[config.mk]
export PLATFORM = sky130hd
export DESIGN_NAME = icg_queue
export DESIGN_NICKNAME = d
export VERILOG_FILES = /design/src/hdl/ifs_chaos_game_point_top_assert.svh /design/src/hdl/icg_pkg.sv /design/src/hdl/icg_queue.sv
export SDC_FILE = /design/constraint.sdc
export NUM_CORES = 1
export LEC_CHECK = 0
export BUFFER_PORTS_ARGS = -buffer_cell sky130_fd_sc_hd__buf_4
export CAP_MARGIN = 20
export CORE_MARGIN = 2
export CORE_UTILIZATION = 47
export DETAILED_ROUTE_END_ITERATION = 7
export PLACE_DENSITY = 0.8
export SYNTH_ARGS = -nofsm -noshare
export SYNTH_HDL_FRONTEND = slang
export SYNTH_SLANG_ARGS = --single-unit
export TNS_END_PERCENT = 30
[constraint.sdc]
create_clock -name clock -period 6.35 [get_ports clock]
set_input_delay 0.635 -clock clock [delete_from_list [all_inputs] [get_ports clock]]
set_output_delay 0.635 -clock clock [all_outputs]
set_load 0.01 [all_outputs]
[src/hdl/ifs_chaos_game_point_top_assert.svh]
// Assertion macros for the point generator RTL (included by icg_back)
`ifndef IFS_CHAOS_GAME_POINT_TOP_ASSERT_SVH
`define IFS_CHAOS_GAME_POINT_TOP_ASSERT_SVH

// Same-cycle implication, disabled in reset
`define ICG_ASSERT_SAME(label, clk, rst, ante, cons, msg) \
   label: assert property (@(posedge clk) disable iff (rst) (ante) |-> (cons)) \
      else $error(msg);

// Next-cycle implication, disabled in reset
`define ICG_ASSERT_NEXT(label, clk, rst, ante, cons, msg) \
   label: assert property (@(posedge clk) disable iff (rst) (ante) |=> (cons)) \
      else $error(msg);

`endif

[src/hdl/icg_pkg.sv]
package icg_pkg;

   // Fixed formats
   localparam int NUM_MAPS        = 4;
   localparam int SCREEN_HEIGHT   = 528;
   localparam int COEF_FRAC_BITS  = 14;
   localparam int POINT_FRAC_BITS = 16;
   localparam int START_X         = 160;

   localparam int COEF_W     = 16;
   localparam int POINT_W    = 32;
   localparam int SW_W       = 12;
   localparam int THR_W      = 8;
   localparam int MAP_W      = 2;
   localparam int PIX_W      = 16;
   localparam int RNG_W      = 32;
   localparam int LANE_REG_W = 64;
   localparam int THR_REG_W  = 32;
   localparam int OFFS_W     = COEF_W + SW_W + 1;

   // CSR port
   localparam int CSR_IDX_W  = 3;
   localparam int CSR_DATA_W = 64;

   // Stream payloads
   localparam int REQ_DATA_W = 8;
   localparam int RSP_DATA_W = 40;
   localparam int RSP_PAD_W  = RSP_DATA_W - (2 * PIX_W + MAP_W);

   // Front-to-back queue
   localparam int Q_DEPTH = 2;
   localparam int Q_PTR_W = $clog2(Q_DEPTH);
   localparam int Q_CNT_W = $clog2(Q_DEPTH + 1);

   // Reset values
   localparam logic [LANE_REG_W-1:0] LANE_RESET    = '0;
   localparam logic [THR_REG_W-1:0]  THR_RESET     = 32'hFFFB_D4B3;
   localparam logic [SW_W-1:0]       SW_RESET      = 12'd320;
   localparam logic [RNG_W-1:0]      RNG_SEED      = 32'd1;
   localparam logic [POINT_W-1:0]    POINT_X_RESET = POINT_W'(START_X) << POINT_FRAC_BITS;
   localparam logic [POINT_W-1:0]    POINT_Y_RESET = '0;

   typedef enum logic [CSR_IDX_W-1:0] {
      CSR_COEF_XX         = 3'd0,
      CSR_COEF_YX         = 3'd1,
      CSR_COEF_XY         = 3'd2,
      CSR_COEF_YY         = 3'd3,
      CSR_SHIFT_X         = 3'd4,
      CSR_SHIFT_Y         = 3'd5,
      CSR_PROB_THRESHOLDS = 3'd6,
      CSR_SCREEN_WIDTH    = 3'd7
   } csr_index_type;

   typedef struct packed {
      logic [LANE_REG_W-1:0] coef_xx;
      logic [LANE_REG_W-1:0] coef_yx;
      logic [LANE_REG_W-1:0] coef_xy;
      logic [LANE_REG_W-1:0] coef_yy;
      logic [LANE_REG_W-1:0] shift_x;
      logic [LANE_REG_W-1:0] shift_y;
      logic [THR_REG_W-1:0]  prob_thresholds;
      logic [SW_W-1:0]       screen_width;
   } cfg_type;

   // One classified step: selected map lanes, offsets pre-scaled by width
   typedef struct packed {
      logic signed [COEF_W-1:0] gain_xx;
      logic signed [COEF_W-1:0] gain_yx;
      logic signed [COEF_W-1:0] gain_xy;
      logic signed [COEF_W-1:0] gain_yy;
      logic signed [OFFS_W-1:0] offs_x;
      logic signed [OFFS_W-1:0] offs_y;
      logic [MAP_W-1:0]         map_index;
   } entry_type;

   // Queue status toward the back end
   typedef struct packed {
      logic valid;
   } q_ctl_type;

   // Signed 16-bit lane k of a packed register
   function automatic logic signed [COEF_W-1:0] lane16(
      input logic [LANE_REG_W-1:0] word,
      input logic [MAP_W-1:0]      k
   );
      lane16 = $signed(word[k * COEF_W +: COEF_W]);
   endfunction

endpackage

[src/hdl/icg_queue.sv]
module icg_queue (
   input  logic                 clock,
   input  logic                 reset,
   input  logic                 push,
   input  icg_pkg::entry_type   push_entry,
   output logic                 full,
   output icg_pkg::q_ctl_type   q_ctl_out,
   input  logic                 pop,
   output icg_pkg::entry_type   head_entry
);
   import icg_pkg::*;

   entry_type         mem_ff [Q_DEPTH];
   logic [Q_PTR_W-1:0] wr_ptr_ff;
   logic [Q_PTR_W-1:0] wr_ptr_in;
   logic [Q_PTR_W-1:0] rd_ptr_ff;
   logic [Q_PTR_W-1:0] rd_ptr_in;
   logic [Q_CNT_W-1:0] cnt_ff;
   logic [Q_CNT_W-1:0] cnt_in;

   function automatic logic [Q_PTR_W-1:0] ptr_inc(input logic [Q_PTR_W-1:0] p);
      ptr_inc = (p == Q_PTR_W'(Q_DEPTH - 1)) ? '0 : p + 1'b1;
   endfunction

   assign full            = (cnt_ff == Q_CNT_W'(Q_DEPTH));
   assign q_ctl_out.valid = (cnt_ff != '0);
   assign head_entry      = mem_ff[rd_ptr_ff];

   // Pointer and fill bookkeeping
   always_comb begin
      wr_ptr_in = push ? ptr_inc(wr_ptr_ff) : wr_ptr_ff;
      rd_ptr_in = pop  ? ptr_inc(rd_ptr_ff) : rd_ptr_ff;
      cnt_in    = cnt_ff;
      if (push && !pop) begin
         cnt_in = cnt_ff + 1'b1;
      end else if (pop && !push) begin
         cnt_in = cnt_ff - 1'b1;
      end
   end

   always_ff @(posedge clock) begin
      if (reset) begin
         wr_ptr_ff <= '0;
         rd_ptr_ff <= '0;
         cnt_ff    <= '0;
      end else begin
         wr_ptr_ff <= wr_ptr_in;
         rd_ptr_ff <= rd_ptr_in;
         cnt_ff    <= cnt_in;
      end
   end

   // Entry storage
   always_ff @(posedge clock) begin
      if (push) begin
         mem_ff[wr_ptr_ff] <= push_entry;
      end
   end

endmodule

==> reports/summary.txt <==
Status = completed
CP max FO = 45
Antenna Cells = 0
Post-CTS setup buffers = 0
Synth-to-layout area growth = 30.6%
First DRT Iteration DRCs = 194
DRC viols = 0
Pwr/cell area = 307 nW/um^2
Startpoint types = register
P_leak = 0.00471 uW
Final setup fails = 0
Power Total = 3770 uW
Headroom to the max-slew limit = 30.7%
Slew Viols, Final = 0
H-tree lvl count = 1
Initial antenna violation count = 0
Largest net degree at the start of global routing = 77
Starting Density = 48.1%
Worst Skew = 0.00628 ns
CTS sink count = 253
Most frequent cells in the layout = buf_4, edfxtp_1, mux2_2
Number of global-route vias before repair = 5,067
Share of cells above drive strength 1 = 60.2%
FILL cells = 1,402
Detailed Place HPWL = 11,700 um
Total CTS buffers = 25
TritonCTS clock tree = yes
Synth Net Count = 537
GRT overflow = 0
Finished Layout Cells = 959
Die width = 145 um
Seq/Total Area, Yosys = 80.3%
#FFs+latches synth = 253
RSZ-0062 raised after global routing = no
Max Root-Sink Buffers = 3
Setup_tns = 0 ns
Routed wire length = 17,400 um
R2r setup slk = 3.98 ns
Final #Nets = 808
Final antenna-violating net count = 0
Mean Syn Cell Area = 23.0 um^2
Gr usage total = 15.8%
Post-CTS Hold Fix Bufs = 0
Crit path kind = reg2out
Worst VDD drop = 0.239 mV
Crit path time final = 3.10 ns
Chip height = 145 um
Worst EP required = 5.71 ns
Rows = 51
Max Cap Viol = 0
Reg clk slew, reported paths = 0.06 ns
Hold Fails Final Rpt = 0
Least-Margin Pin Slew = 1.04 ns
Initial DRT Pass Iterations = 4
Yosys warnings = 0
Max Fclk = 322 MHz
Crit path DAT = 2.47 ns
Reg2reg path depth = 2
R2r endpoint = mem_ff[1][87]
Routed via count = 4,679
I/O Buffers = 253
Wire per inst = 18.2 um
CP endpoint = head_entry[109]
Via density = 4.88
Period utilisation layout = 48.9%
Post-synthesis cell type count = 17
Post_cts resized = 0
CORE AREA = 19,500 um^2
Die ar. = 21,100 um^2
Gate Count Post-Synth = 408
IO Count = 254
Synth Cell Area = 9400 um^2
Origin of the critical flop-to-flop path = wr_ptr_ff
Gpl congestion = 0.724
Clk_lat worst skew = 0.50 ns
CP Capture Type = output port
Placed insts = 917
First-pass GRT wire length = 26,700 um
Commonest non-fill, non-tap cell in the layout = buf_4
Min-delay worst type = in2reg
Root buf cell = clkbuf_16
==> area by class of cell <==
type / instances / area [um^2] / share of cell area (%)
clock inverters: 10 / 43.8 / 0.357
well taps: 265 / 332 / 2.70
multi-input cells: 140 / 1740 / 14.1
inverters: 1 / 3.75 / 0.0306
repair buffers: 258 / 1940 / 15.8
flip-flops and latches: 253 / 7550 / 61.5
clock buffers: 32 / 672 / 5.47
==> how the worst min path moves through the flow <==
stage	from	endpoint	slack, ns	depth (start not counted)
floorplan	cnt_ff[1]	cnt_ff[1]	0.46	2
global placement	cnt_ff[1]	cnt_ff[1]	0.47	2
detailed placement	cnt_ff[1]	cnt_ff[1]	0.50	2
CTS	push_entry[15]	mem_ff[1][15]	0.29	1
global route	push_entry[94]	mem_ff[1][94]	0.29	1
finish	push_entry[93]	mem_ff[0][93]	0.31	1
==> synth_stat cells <==
| library cell | number | area share (%) |
|---|---|---|
| dfxtp_1 | 5 | 1.1 |
| o21ai_0 | 1 | 0.053 |
| inv_1 | 1 | 0.040 |
| nor2b_1 | 2 | 0.13 |
| buf_6 | 8 | 0.96 |
| or2_2 | 1 | 0.067 |
| mux2_2 | 64 | 7.7 |
| and2_1 | 1 | 0.067 |
| xor2_1 | 2 | 0.19 |
| a21oi_1 | 1 | 0.053 |
| nor2_1 | 4 | 0.16 |
| buf_2 | 6 | 0.32 |
| or3_1 | 1 | 0.067 |
| xnor2_1 | 2 | 0.19 |
| ha_1 | 1 | 0.13 |
| edfxtp_1 | 248 | 79 |
| mux2_4 | 60 | 9.6 |
==> state kept, by name, indices dropped and copies added (netlist names), named ones only <==
register / flops
cnt_ff: 2
wr_ptr_ff: 1
rd_ptr_ff: 1
mem_ff: 248
==> per-stage QoR <==
stage	util [%]	setup WS, ns	instance area, um^2	hold WS, ns
finish	62.9	3.25	12300	0.315
floorplan	-	2.04	9400	0.456
CTS	62.9	3.20	12300	0.290
global placement	59.2	3.68	11600	0.468
global route	62.9	3.12	12300	0.289
detailed placement	59.2	3.63	11600	0.499
==> cells by family (layout without fill, tap and decap cells) <==
kind of cell / count (synthesis) / count (layout) / synth area share, %
xor gates and xnor gates: 4 / 4 / 0.373
DFF: 253 / 253 / 80.3
adders and majority gates: 1 / 1 / 0.133
and+or+nand+nor: 9 / 9 / 0.493
AOI/OAI and AO/OA: 2 / 2 / 0.106
muxes: 124 / 124 / 17.3
buffers and inverters: 15 / 301 / 1.32
==> critical path: stages (launching register included) <==
cell and delay [ns]:
dfxtp_4 0.64, buf_4 0.72, mux2_2 0.42, buf_4 0.14
==> report_power, final <==
part	leakage [uW]	total (uW)	internal (uW)	switching, uW
sequential	0.00237	1980	1950	33.0
combinational	0.00199	490	274	216
clock	0.000356	1300	738	558
==> layer usage <==
metal | vias up | share of wire, % | GRT usage (%)
met5 | - | 0 | 0
met4 | 0 | 2.1 | 4.12
met3 | 32 | 8.6 | 4.83
met2 | 196 | 52 | 28.6
met1 | 2300 | 37 | 18.3
li1 | 2151 | - | -
Note: power is estimated with default switching activity, not from simulation.
