### src/hdl/ifs_chaos_game_point_top_assert.svh
// Assertion macros for the point generator RTL (included by icg_back)
`ifndef IFS_CHAOS_GAME_POINT_TOP_ASSERT_SVH
`define IFS_CHAOS_GAME_POINT_TOP_ASSERT_SVH

// Same-cycle implication, disabled in reset
`define ICG_ASSERT_SAME(label, clk, rst, ante, cons, msg) \
   label: assert property (@(posedge clk) disable iff (rst) (ante) |-> (cons)) \
      else $error(msg);

// Next-cycle implication, disabled in reset
`define ICG_ASSERT_NEXT(label, clk, rst, ante, cons, msg) \
   label: assert property (@(posedge clk) disable iff (rst) (ante) |=> (cons)) \
      else $error(msg);

`endif

### src/hdl/icg_pkg.sv
package icg_pkg;

   // Fixed formats
   localparam int NUM_MAPS        = 4;
   localparam int SCREEN_HEIGHT   = 528;
   localparam int COEF_FRAC_BITS  = 14;
   localparam int POINT_FRAC_BITS = 16;
   localparam int START_X         = 160;

   localparam int COEF_W     = 16;
   localparam int POINT_W    = 32;
   localparam int SW_W       = 12;
   localparam int THR_W      = 8;
   localparam int MAP_W      = 2;
   localparam int PIX_W      = 16;
   localparam int RNG_W      = 32;
   localparam int LANE_REG_W = 64;
   localparam int THR_REG_W  = 32;
   localparam int OFFS_W     = COEF_W + SW_W + 1;

   // CSR port
   localparam int CSR_IDX_W  = 3;
   localparam int CSR_DATA_W = 64;

   // Stream payloads
   localparam int REQ_DATA_W = 8;
   localparam int RSP_DATA_W = 40;
   localparam int RSP_PAD_W  = RSP_DATA_W - (2 * PIX_W + MAP_W);

   // Front-to-back queue
   localparam int Q_DEPTH = 2;
   localparam int Q_PTR_W = $clog2(Q_DEPTH);
   localparam int Q_CNT_W = $clog2(Q_DEPTH + 1);

   // Reset values
   localparam logic [LANE_REG_W-1:0] LANE_RESET    = '0;
   localparam logic [THR_REG_W-1:0]  THR_RESET     = 32'hFFFB_D4B3;
   localparam logic [SW_W-1:0]       SW_RESET      = 12'd320;
   localparam logic [RNG_W-1:0]      RNG_SEED      = 32'd1;
   localparam logic [POINT_W-1:0]    POINT_X_RESET = POINT_W'(START_X) << POINT_FRAC_BITS;
   localparam logic [POINT_W-1:0]    POINT_Y_RESET = '0;

   typedef enum logic [CSR_IDX_W-1:0] {
      CSR_COEF_XX         = 3'd0,
      CSR_COEF_YX         = 3'd1,
      CSR_COEF_XY         = 3'd2,
      CSR_COEF_YY         = 3'd3,
      CSR_SHIFT_X         = 3'd4,
      CSR_SHIFT_Y         = 3'd5,
      CSR_PROB_THRESHOLDS = 3'd6,
      CSR_SCREEN_WIDTH    = 3'd7
   } csr_index_type;

   typedef struct packed {
      logic [LANE_REG_W-1:0] coef_xx;
      logic [LANE_REG_W-1:0] coef_yx;
      logic [LANE_REG_W-1:0] coef_xy;
      logic [LANE_REG_W-1:0] coef_yy;
      logic [LANE_REG_W-1:0] shift_x;
      logic [LANE_REG_W-1:0] shift_y;
      logic [THR_REG_W-1:0]  prob_thresholds;
      logic [SW_W-1:0]       screen_width;
   } cfg_type;

   // One classified step: selected map lanes, offsets pre-scaled by width
   typedef struct packed {
      logic signed [COEF_W-1:0] gain_xx;
      logic signed [COEF_W-1:0] gain_yx;
      logic signed [COEF_W-1:0] gain_xy;
      logic signed [COEF_W-1:0] gain_yy;
      logic signed [OFFS_W-1:0] offs_x;
      logic signed [OFFS_W-1:0] offs_y;
      logic [MAP_W-1:0]         map_index;
   } entry_type;

   // Queue status toward the back end
   typedef struct packed {
      logic valid;
   } q_ctl_type;

   // Signed 16-bit lane k of a packed register
   function automatic logic signed [COEF_W-1:0] lane16(
      input logic [LANE_REG_W-1:0] word,
      input logic [MAP_W-1:0]      k
   );
      lane16 = $signed(word[k * COEF_W +: COEF_W]);
   endfunction

endpackage

### src/hdl/icg_front.sv
module icg_front (
   input  logic                              clock,
   input  logic                              reset,
   input  icg_pkg::cfg_type                  cfg,
   input  logic                              req_tvalid,
   output logic                              req_tready,
   input  logic [icg_pkg::REQ_DATA_W-1:0]    req_tdata,   // [0] restart
   input  logic                              q_full,
   output logic                              push,
   output icg_pkg::entry_type                push_entry
);
   import icg_pkg::*;

   logic [RNG_W-1:0]  rng_ff;
   logic [RNG_W-1:0]  rng_in;
   logic [RNG_W-1:0]  seed;
   logic [RNG_W-1:0]  mix1;
   logic [RNG_W-1:0]  mix2;
   logic [RNG_W-1:0]  rng_next;
   logic [THR_W-1:0]  pick;
   logic [MAP_W-1:0]  sel;
   logic              found;
   logic signed [SW_W:0] width_s;

   // Take an item whenever the queue has room
   assign req_tready = !q_full;
   assign push       = req_tvalid && req_tready;

   // xorshift32 step, optional reseed first
   assign seed     = req_tdata[0] ? RNG_SEED : rng_ff;
   assign mix1     = seed ^ (seed << 13);
   assign mix2     = mix1 ^ (mix1 >> 17);
   assign rng_next = mix2 ^ (mix2 << 5);
   assign pick     = rng_next[THR_W-1:0];
   assign rng_in   = push ? rng_next : rng_ff;

   always_ff @(posedge clock) begin
      if (reset) begin
         rng_ff <= RNG_SEED;
      end else begin
         rng_ff <= rng_in;
      end
   end

   // First map whose cumulative threshold covers the byte; last map otherwise
   always_comb begin
      sel   = MAP_W'(NUM_MAPS - 1);
      found = 1'b0;
      for (int i = 0; i < NUM_MAPS - 1; i++) begin
         if (!found && (pick <= cfg.prob_thresholds[i * THR_W +: THR_W])) begin
            sel   = MAP_W'(i);
            found = 1'b1;
         end
      end
   end

   // Fetch the selected lanes and scale offsets by screen width
   assign width_s = $signed({1'b0, cfg.screen_width});

   always_comb begin
      push_entry.gain_xx   = lane16(cfg.coef_xx, sel);
      push_entry.gain_yx   = lane16(cfg.coef_yx, sel);
      push_entry.gain_xy   = lane16(cfg.coef_xy, sel);
      push_entry.gain_yy   = lane16(cfg.coef_yy, sel);
      push_entry.offs_x    = lane16(cfg.shift_x, sel) * width_s;
      push_entry.offs_y    = lane16(cfg.shift_y, sel) * width_s;
      push_entry.map_index = sel;
   end

endmodule

### config.mk
export PLATFORM = sky130hd
export DESIGN_NAME = icg_front
export DESIGN_NICKNAME = d
export VERILOG_FILES = /design/src/hdl/ifs_chaos_game_point_top_assert.svh /design/src/hdl/icg_pkg.sv /design/src/hdl/icg_front.sv
export SDC_FILE = /design/constraint.sdc
export NUM_CORES = 1
export LEC_CHECK = 0
export BUFFER_PORTS_ARGS = -buffer_cell sky130_fd_sc_hd__buf_2
export CORE_AREA = 5 5 219 221
export CTS_BUF_LIST = sky130_fd_sc_hd__clkbuf_8
export DETAILED_ROUTE_END_ITERATION = 10
export DIE_AREA = 0 0 224 226
export GPL_TIMING_DRIVEN = 0
export PLACE_DENSITY = 0.71
export SLEW_MARGIN = 20
export SYNTH_ARGS = -nofsm -noshare
export SYNTH_HDL_FRONTEND = slang
export SYNTH_SLANG_ARGS = --single-unit
### constraint.sdc
create_clock -name clock -period 8.3 [get_ports clock]
set_clock_uncertainty 0.15 [all_clocks]
set_input_delay 0.83 -clock clock [delete_from_list [all_inputs] [get_ports clock]]
set_output_delay 0.83 -clock clock [all_outputs]
set_load 0.02 [all_outputs]
==> impl_metrics.csv, run 1 <==
group,metric,value,unit
floorplanning,coreArea,45960,sq um
detailed_routing,wl_per_cell,24.52,um
grt,grt_usage,37.77,%
placement,place.gp.congestion,1.064,
cells_and_area,n_fill_cell,4211,
timing,rsz0062_at_grt,"yes",
critical_path,crit_path_end_kind,"primary output",
timing,period_minus_slack,9565,ps
timing,relSlewSlack,26.70,%
yosys,yosysMostFrequentCell,"nand2_1",
yosys,synth-xor-area-share,5.063,%
clock_tree,root_buffer,"clkbuf_8",
run_status,violations,"negative setup slack",
flow_run,drv_cap,0,
clock_tree,cts.clk_slew.worst_paths,70,ps
detailed_routing,dr.max_layer_used,"met5",
critical_path,crit_top_cell,"fa_1",
floorplanning,pin_count,566,
cells_and_area,nNetsFinal,4368,
yosys,ys_ff_latch,32,
critical_path,arrival,8590,ps
grt,grt_pass1_vias,22270,
timing,fin_crit_sh,115.2,%
critical_path,slowest_delay,560,ps
critical_path,cp-startpoint,"rng_ff[17]$_SDFFE_PP0P_",
yosys,synthSimpleGateAreaFrac,22.18,%
cells_and_area,largestRegisters,"rng_ff x32",
yosys,synth_compound_area_share,11.79,%
grt,antenna_found_initial,33,
yosys,synth-edff-count,0,
clock_tree,cts_buffers,5,
floorplanning,num_rows,79,
run_status,status,"complete, but fails checks",
yosys,synth_async_sr_flop_share,0,%
yosys,synth_area_leaders,"fa_1 35%, nand2_1 9.9%, inv_1 9.5%",
yosys,synth_top_flop_cell,"dfxtp_1",
grt,grt-ovfl-total,0,
timing,clock.fmax,104.5,MHz
detailed_routing,drt_wl_total,99.16,mm
critical_path,critical_path_class,"flop to primary output",
grt,grt_max_degree,11,
detailed_routing,route.met2.wl,45.03,mm
yosys,synth_top_family_by_area,"adder cells",
detailed_routing,routedLengthMet1,35.02,mm
yosys,yosys_warnings,0,
detailed_routing,met3_length,11.93,mm
cells_and_area,largest_reg_flops,32,
yosys,syn_inst,2691,
detailed_routing,dr_total_vias,21820,
yosys,yosysTopAreaCell,"fa_1",
detailed_routing,drt_iter0_drc,1819,
clock_tree,cts_buffer_depth,2,
timing,drv_slew,0,
clock_tree,clk_latency,300,ps
yosys,ys_types,63,
placement,place_ws,-2270,ps
timing,holdWs,348.7,ps
clock_tree,cts.sinks,32,
critical_path,required,7320,ps
timing,hold_viol_final,0,
min_path,hold_path.class,"flop to flop",
clock_tree,htreeDepth,2,
critical_path,r2r-start,"rng_ff[12]$_SDFFE_PP0P_",
critical_path,cpMaxStageDelayCell,"fa_1",
floorplanning,start_util,44.62,%
detailed_routing,antenna_left,0,
cells_and_area,drive_gt1_share,34.56,%
clock_tree,cts_tree,"built",
placement,portBuffers,550,
timing,setup_viol,39,
yosys,ys_seq_area_share,3.123,%
min_path,hp-start,"rng_ff[1]$_SDFFE_PP0P_",
grt,grt_pass1_wl,141.5,mm
timing,worst_slack,-1265,ps
yosys,ys_top_cells_by_count,"542 x nand2_1, 519 x inv_1, 356 x fa_1",
timing,tightest_slew,1088,ps
cells_and_area,syn_to_final_growth,37.54,%
cells_and_area,largest-register,"rng_ff",
yosys,syn_area_per_cell,7.622,sq um
critical_path,crit_path_start_kind,"flop",
detailed_routing,viasPerCell,5.396,
yosys,synthAdderAreaFrac,44.31,%
yosys,synthesis.area,20510,sq um
yosys,netlist.area_leader.share,34.75,%
critical_path,cp_max_fo,8,
detailed_routing,firstDrtPassIters,6,
yosys,synthMuxAreaShare,0.09761,%
floorplanning,die_x,224,um
floorplanning,dieHeight,226,um
placement,place_hpwl,81.68,mm
yosys,syn_nets,3642,
clock_tree,ctsHoldBuffers,0,
detailed_routing,drc,0,
floorplanning,die_area,50620,sq um
-- critical path: cells and delay by family (launching register included) --
kind | cells | cell delay, ps
flip-flops | 1 | 400
XOR/XNOR | 3 | 720
AND/OR/NAND/NOR | 7 | 930
AO/OA/AOI/OAI | 9 | 2210
adder cells (fa/ha/maj) | 7 | 2790
buffers and inverters | 10 | 1240
-- cell families (layout without fill, tap and decap cells) --
kind of cell | Yosys count | after routing
and+or+nand+nor | 1003 | 1003
other | 0 | 20
adders and majority gates | 513 | 513
DFF | 32 | 32
buffers and inverters | 675 | 1401
AOI/OAI and AO/OA | 349 | 349
xor gates and xnor gates | 117 | 117
muxes | 2 | 2
-- per-stage QoR --
stage          std cells  setup TNS, ps  util, %  cell area, sq um
2_1_floorplan       2691          -1667        -             21160
3_3_place_gp        3848         -68980    53.68             24670
3_5_place_dp        3848         -70760    53.68             24670
4_1_cts             3974         -24930    58.84             27040
5_1_grt             4041         -40360    61.36             28200
6_report            4044         -32610    61.37             28210
-- placed cells by master, fill, tap and decap left out, types with 22 or more instances in the layout --
| cell type | netlist | final |
|---|---|---|
| o31ai_4 | 20 | 33 |
| clkbuf_1 | 80 | 69 |
| buf_4 | 28 | 169 |
| and2_4 | 0 | 25 |
| fa_1 | 356 | 339 |
| inv_2 | 0 | 39 |
| buf_6 | 9 | 68 |
| a21oi_1 | 62 | 30 |
| o21ai_1 | 25 | 31 |
| buf_12 | 0 | 23 |
| o21ai_0 | 146 | 129 |
| nor2_1 | 112 | 87 |
| and2_1 | 195 | 170 |
| ha_1 | 155 | 117 |
| xnor2_1 | 86 | 56 |
| ha_4 | 0 | 34 |
| inv_1 | 519 | 480 |
| nand2_1 | 542 | 514 |
| xnor2_2 | 0 | 26 |
| nand3_1 | 70 | 66 |
| and3_4 | 0 | 25 |
| a21oi_2 | 0 | 23 |
| buf_2 | 38 | 533 |
| xor2_1 | 30 | 22 |
-- worst paths after layout --
| path | end | slack (ps) | cells after the start |
|---|---|---|---|
| max reg2reg | rng_ff[30]$_SDFFE_PP0P_ | 6440 | 6 |
| min reg2reg | rng_ff[1]$_SDFFE_PP0P_ | 350 | 2 |
| max | push_entry[51] | -1270 | 36 |
| min | rng_ff[1]$_SDFFE_PP0P_ | 350 | 2 |
-- routing by layer --
metal  GRT usage (%)  vias up
met2           59.58     1271
met4           22.59        8
met3           12.02      268
li1                -     9683
met5               0        -
met1           45.36    10590
-- area by class of cell --
cell class                 count  area, sq um  area share, %
antenna                       20        50.05         0.1774
buffer                       147         1102          3.908
clock inverter                 2        8.758        0.03105
multi-input combinational   1984        19060          67.55
sequential                    32        661.9          2.346
inverter                     519         1951          6.915
tap                          607        759.5          2.692
timing repair buffer         728         4552          16.14
clock buffer                   5        68.82         0.2439
-- timing repair --
item                       CTS  global route
buffers inserted           120            50
gates resized for setup    291           186
setup endpoints to repair   48            43
cloned                       9             2
pin swaps                  175           141
Power of run 1 is left out: the tool's default activity adds up to more than one toggle a clock period on the data nets, which glitch-free logic cannot reach.
==> run 2, diff against run 1 <==
- GPL_ROUTABILITY_DRIVEN: not set -> 0
- RECOVER_POWER: not set -> 25
==> impl_metrics.csv, run 2 (synthesis gave the netlist of run 1 again) <==
group,metric,value,unit
floorplanning,start_util,44.62,%
run_status,violations,"negative setup slack",
clock_tree,clk_latency,290,ps
grt,grt-ovfl-total,0,
cells_and_area,syn_to_final_growth,38.49,%
floorplanning,pin_count,566,
grt,antenna_found_initial,21,
grt,grt_usage,36.50,%
critical_path,slowest_delay,540,ps
detailed_routing,drt_iter0_drc,2071,
cells_and_area,nNetsFinal,4366,
timing,setup_viol,40,
detailed_routing,antenna_left,0,
floorplanning,num_rows,79,
critical_path,crit_top_cell,"fa_1",
cells_and_area,largest-register,"rng_ff",
clock_tree,htreeDepth,2,
timing,period_minus_slack,9456,ps
grt,grt_pass1_wl,136.7,mm
floorplanning,die_area,50620,sq um
placement,portBuffers,550,
clock_tree,cts_buffer_depth,2,
cells_and_area,largest_reg_flops,32,
floorplanning,coreArea,45960,sq um
critical_path,required,7320,ps
critical_path,crit_path_end_kind,"primary output",
clock_tree,cts.clk_slew.worst_paths,70,ps
critical_path,crit_path_start_kind,"primary input",
placement,place_hpwl,79.62,mm
detailed_routing,viasPerCell,5.440,
critical_path,arrival,8480,ps
detailed_routing,drt_wl_total,97.43,mm
timing,fin_crit_sh,113.9,%
critical_path,cp_max_fo,10,
floorplanning,die_x,224,um
clock_tree,root_buffer,"clkbuf_8",
critical_path,rrSetupSlack,6460,ps
detailed_routing,drc,0,
timing,hold_viol_final,0,
cells_and_area,largestRegisters,"rng_ff x32",
timing,rsz0062_at_grt,"yes",
timing,tightest_slew,1316,ps
critical_path,critical_path_class,"primary input to primary output",
cells_and_area,drive_gt1_share,35.64,%
cells_and_area,final_cell_mix,"526 x buf_2, 499 x nand2_1, 463 x inv_1",
critical_path,cpMaxStageDelayCell,"fa_1",
timing,clock.fmax,105.8,MHz
flow_run,drv_cap,0,
min_path,hold_path.class,"flop to flop",
run_status,status,"complete, but fails checks",
detailed_routing,wl_per_cell,24.12,um
cells_and_area,final_common_cell,"buf_2",
detailed_routing,dr_total_vias,21970,
timing,holdWs,362.7,ps
detailed_routing,firstDrtPassIters,7,
timing,worst_slack,-1156,ps
timing,finalSetupTns,-31330,ps
grt,grt_max_degree,11,
clock_tree,cts_tree,"built",
clock_tree,cts_buffers,5,
grt,grt_pass1_vias,21970,
floorplanning,dieHeight,226,um
clock_tree,ctsHoldBuffers,0,
timing,drv_slew,0,
clock_tree,cts.sinks,32,
timing,relSlewSlack,11.31,%
## run 2: final timing paths
kind	start	end	cells after the start
max	req_tdata[0]	push_entry[51]	34
max reg2reg	rng_ff[17]$_SDFFE_PP0P_	rng_ff[18]$_SDFFE_PP0P_	7
min reg2reg	rng_ff[1]$_SDFFE_PP0P_	rng_ff[1]$_SDFFE_PP0P_	2
min	rng_ff[1]$_SDFFE_PP0P_	rng_ff[1]$_SDFFE_PP0P_	2
## run 2: stage by stage
step,utilization (%),instances,instance area [sq um],worst slack (ps)
after floorplan,-,2691,21160,-351.9
after global placement,53.68,3848,24670,-2252
after CTS,58.48,3963,26880,-1135
final,61.80,4039,28400,-1156
after detailed placement,53.68,3848,24670,-2310
after global routing,61.77,4034,28390,-1351
## run 2: worst max-delay path, delay by kind of cell
kind / cells / cell delay [ps]
AOI/OAI and AO/OA: 9 / 1910
xor gates and xnor gates: 2 / 340
adders and majority gates: 7 / 2920
buffers and inverters: 9 / 1120
and+or+nand+nor: 7 / 1310
## run 2: layout make-up
cell class / count / area (sq um)
Antenna cell: 17 / 42.54
Sequential cell: 32 / 664.4
Timing Repair Buffer: 726 / 4543
Tap cell: 607 / 759.5
Inverter: 519 / 1951
Clock buffer: 7 / 96.34
Fill cell: 4036 / 17560
Buffer: 147 / 1125
Multi-Input combinational cell: 1984 / 19220
## run 2: metal layers
layer  wire (um)  GRT usage, %  part of all wire, %  up-vias
met5          58             0                0.060        -
met4        6982         20.49                  7.2       10
met3       12920         14.49                   13      318
met2       44410         58.28                   46     1320
met1       33060         41.97                   34    10670
li1            -             -                    -     9656
## run 2: repair_timing
action | CTS | global route
hold endpoints to repair | 0 | 0
pin swaps | 155 | 233
setup endpoints to repair | 48 | 46
cloned | 5 | 1
setup buffers | 113 | 69
gates resized for setup | 273 | 266
Power of run 2 is left out for the same reason.
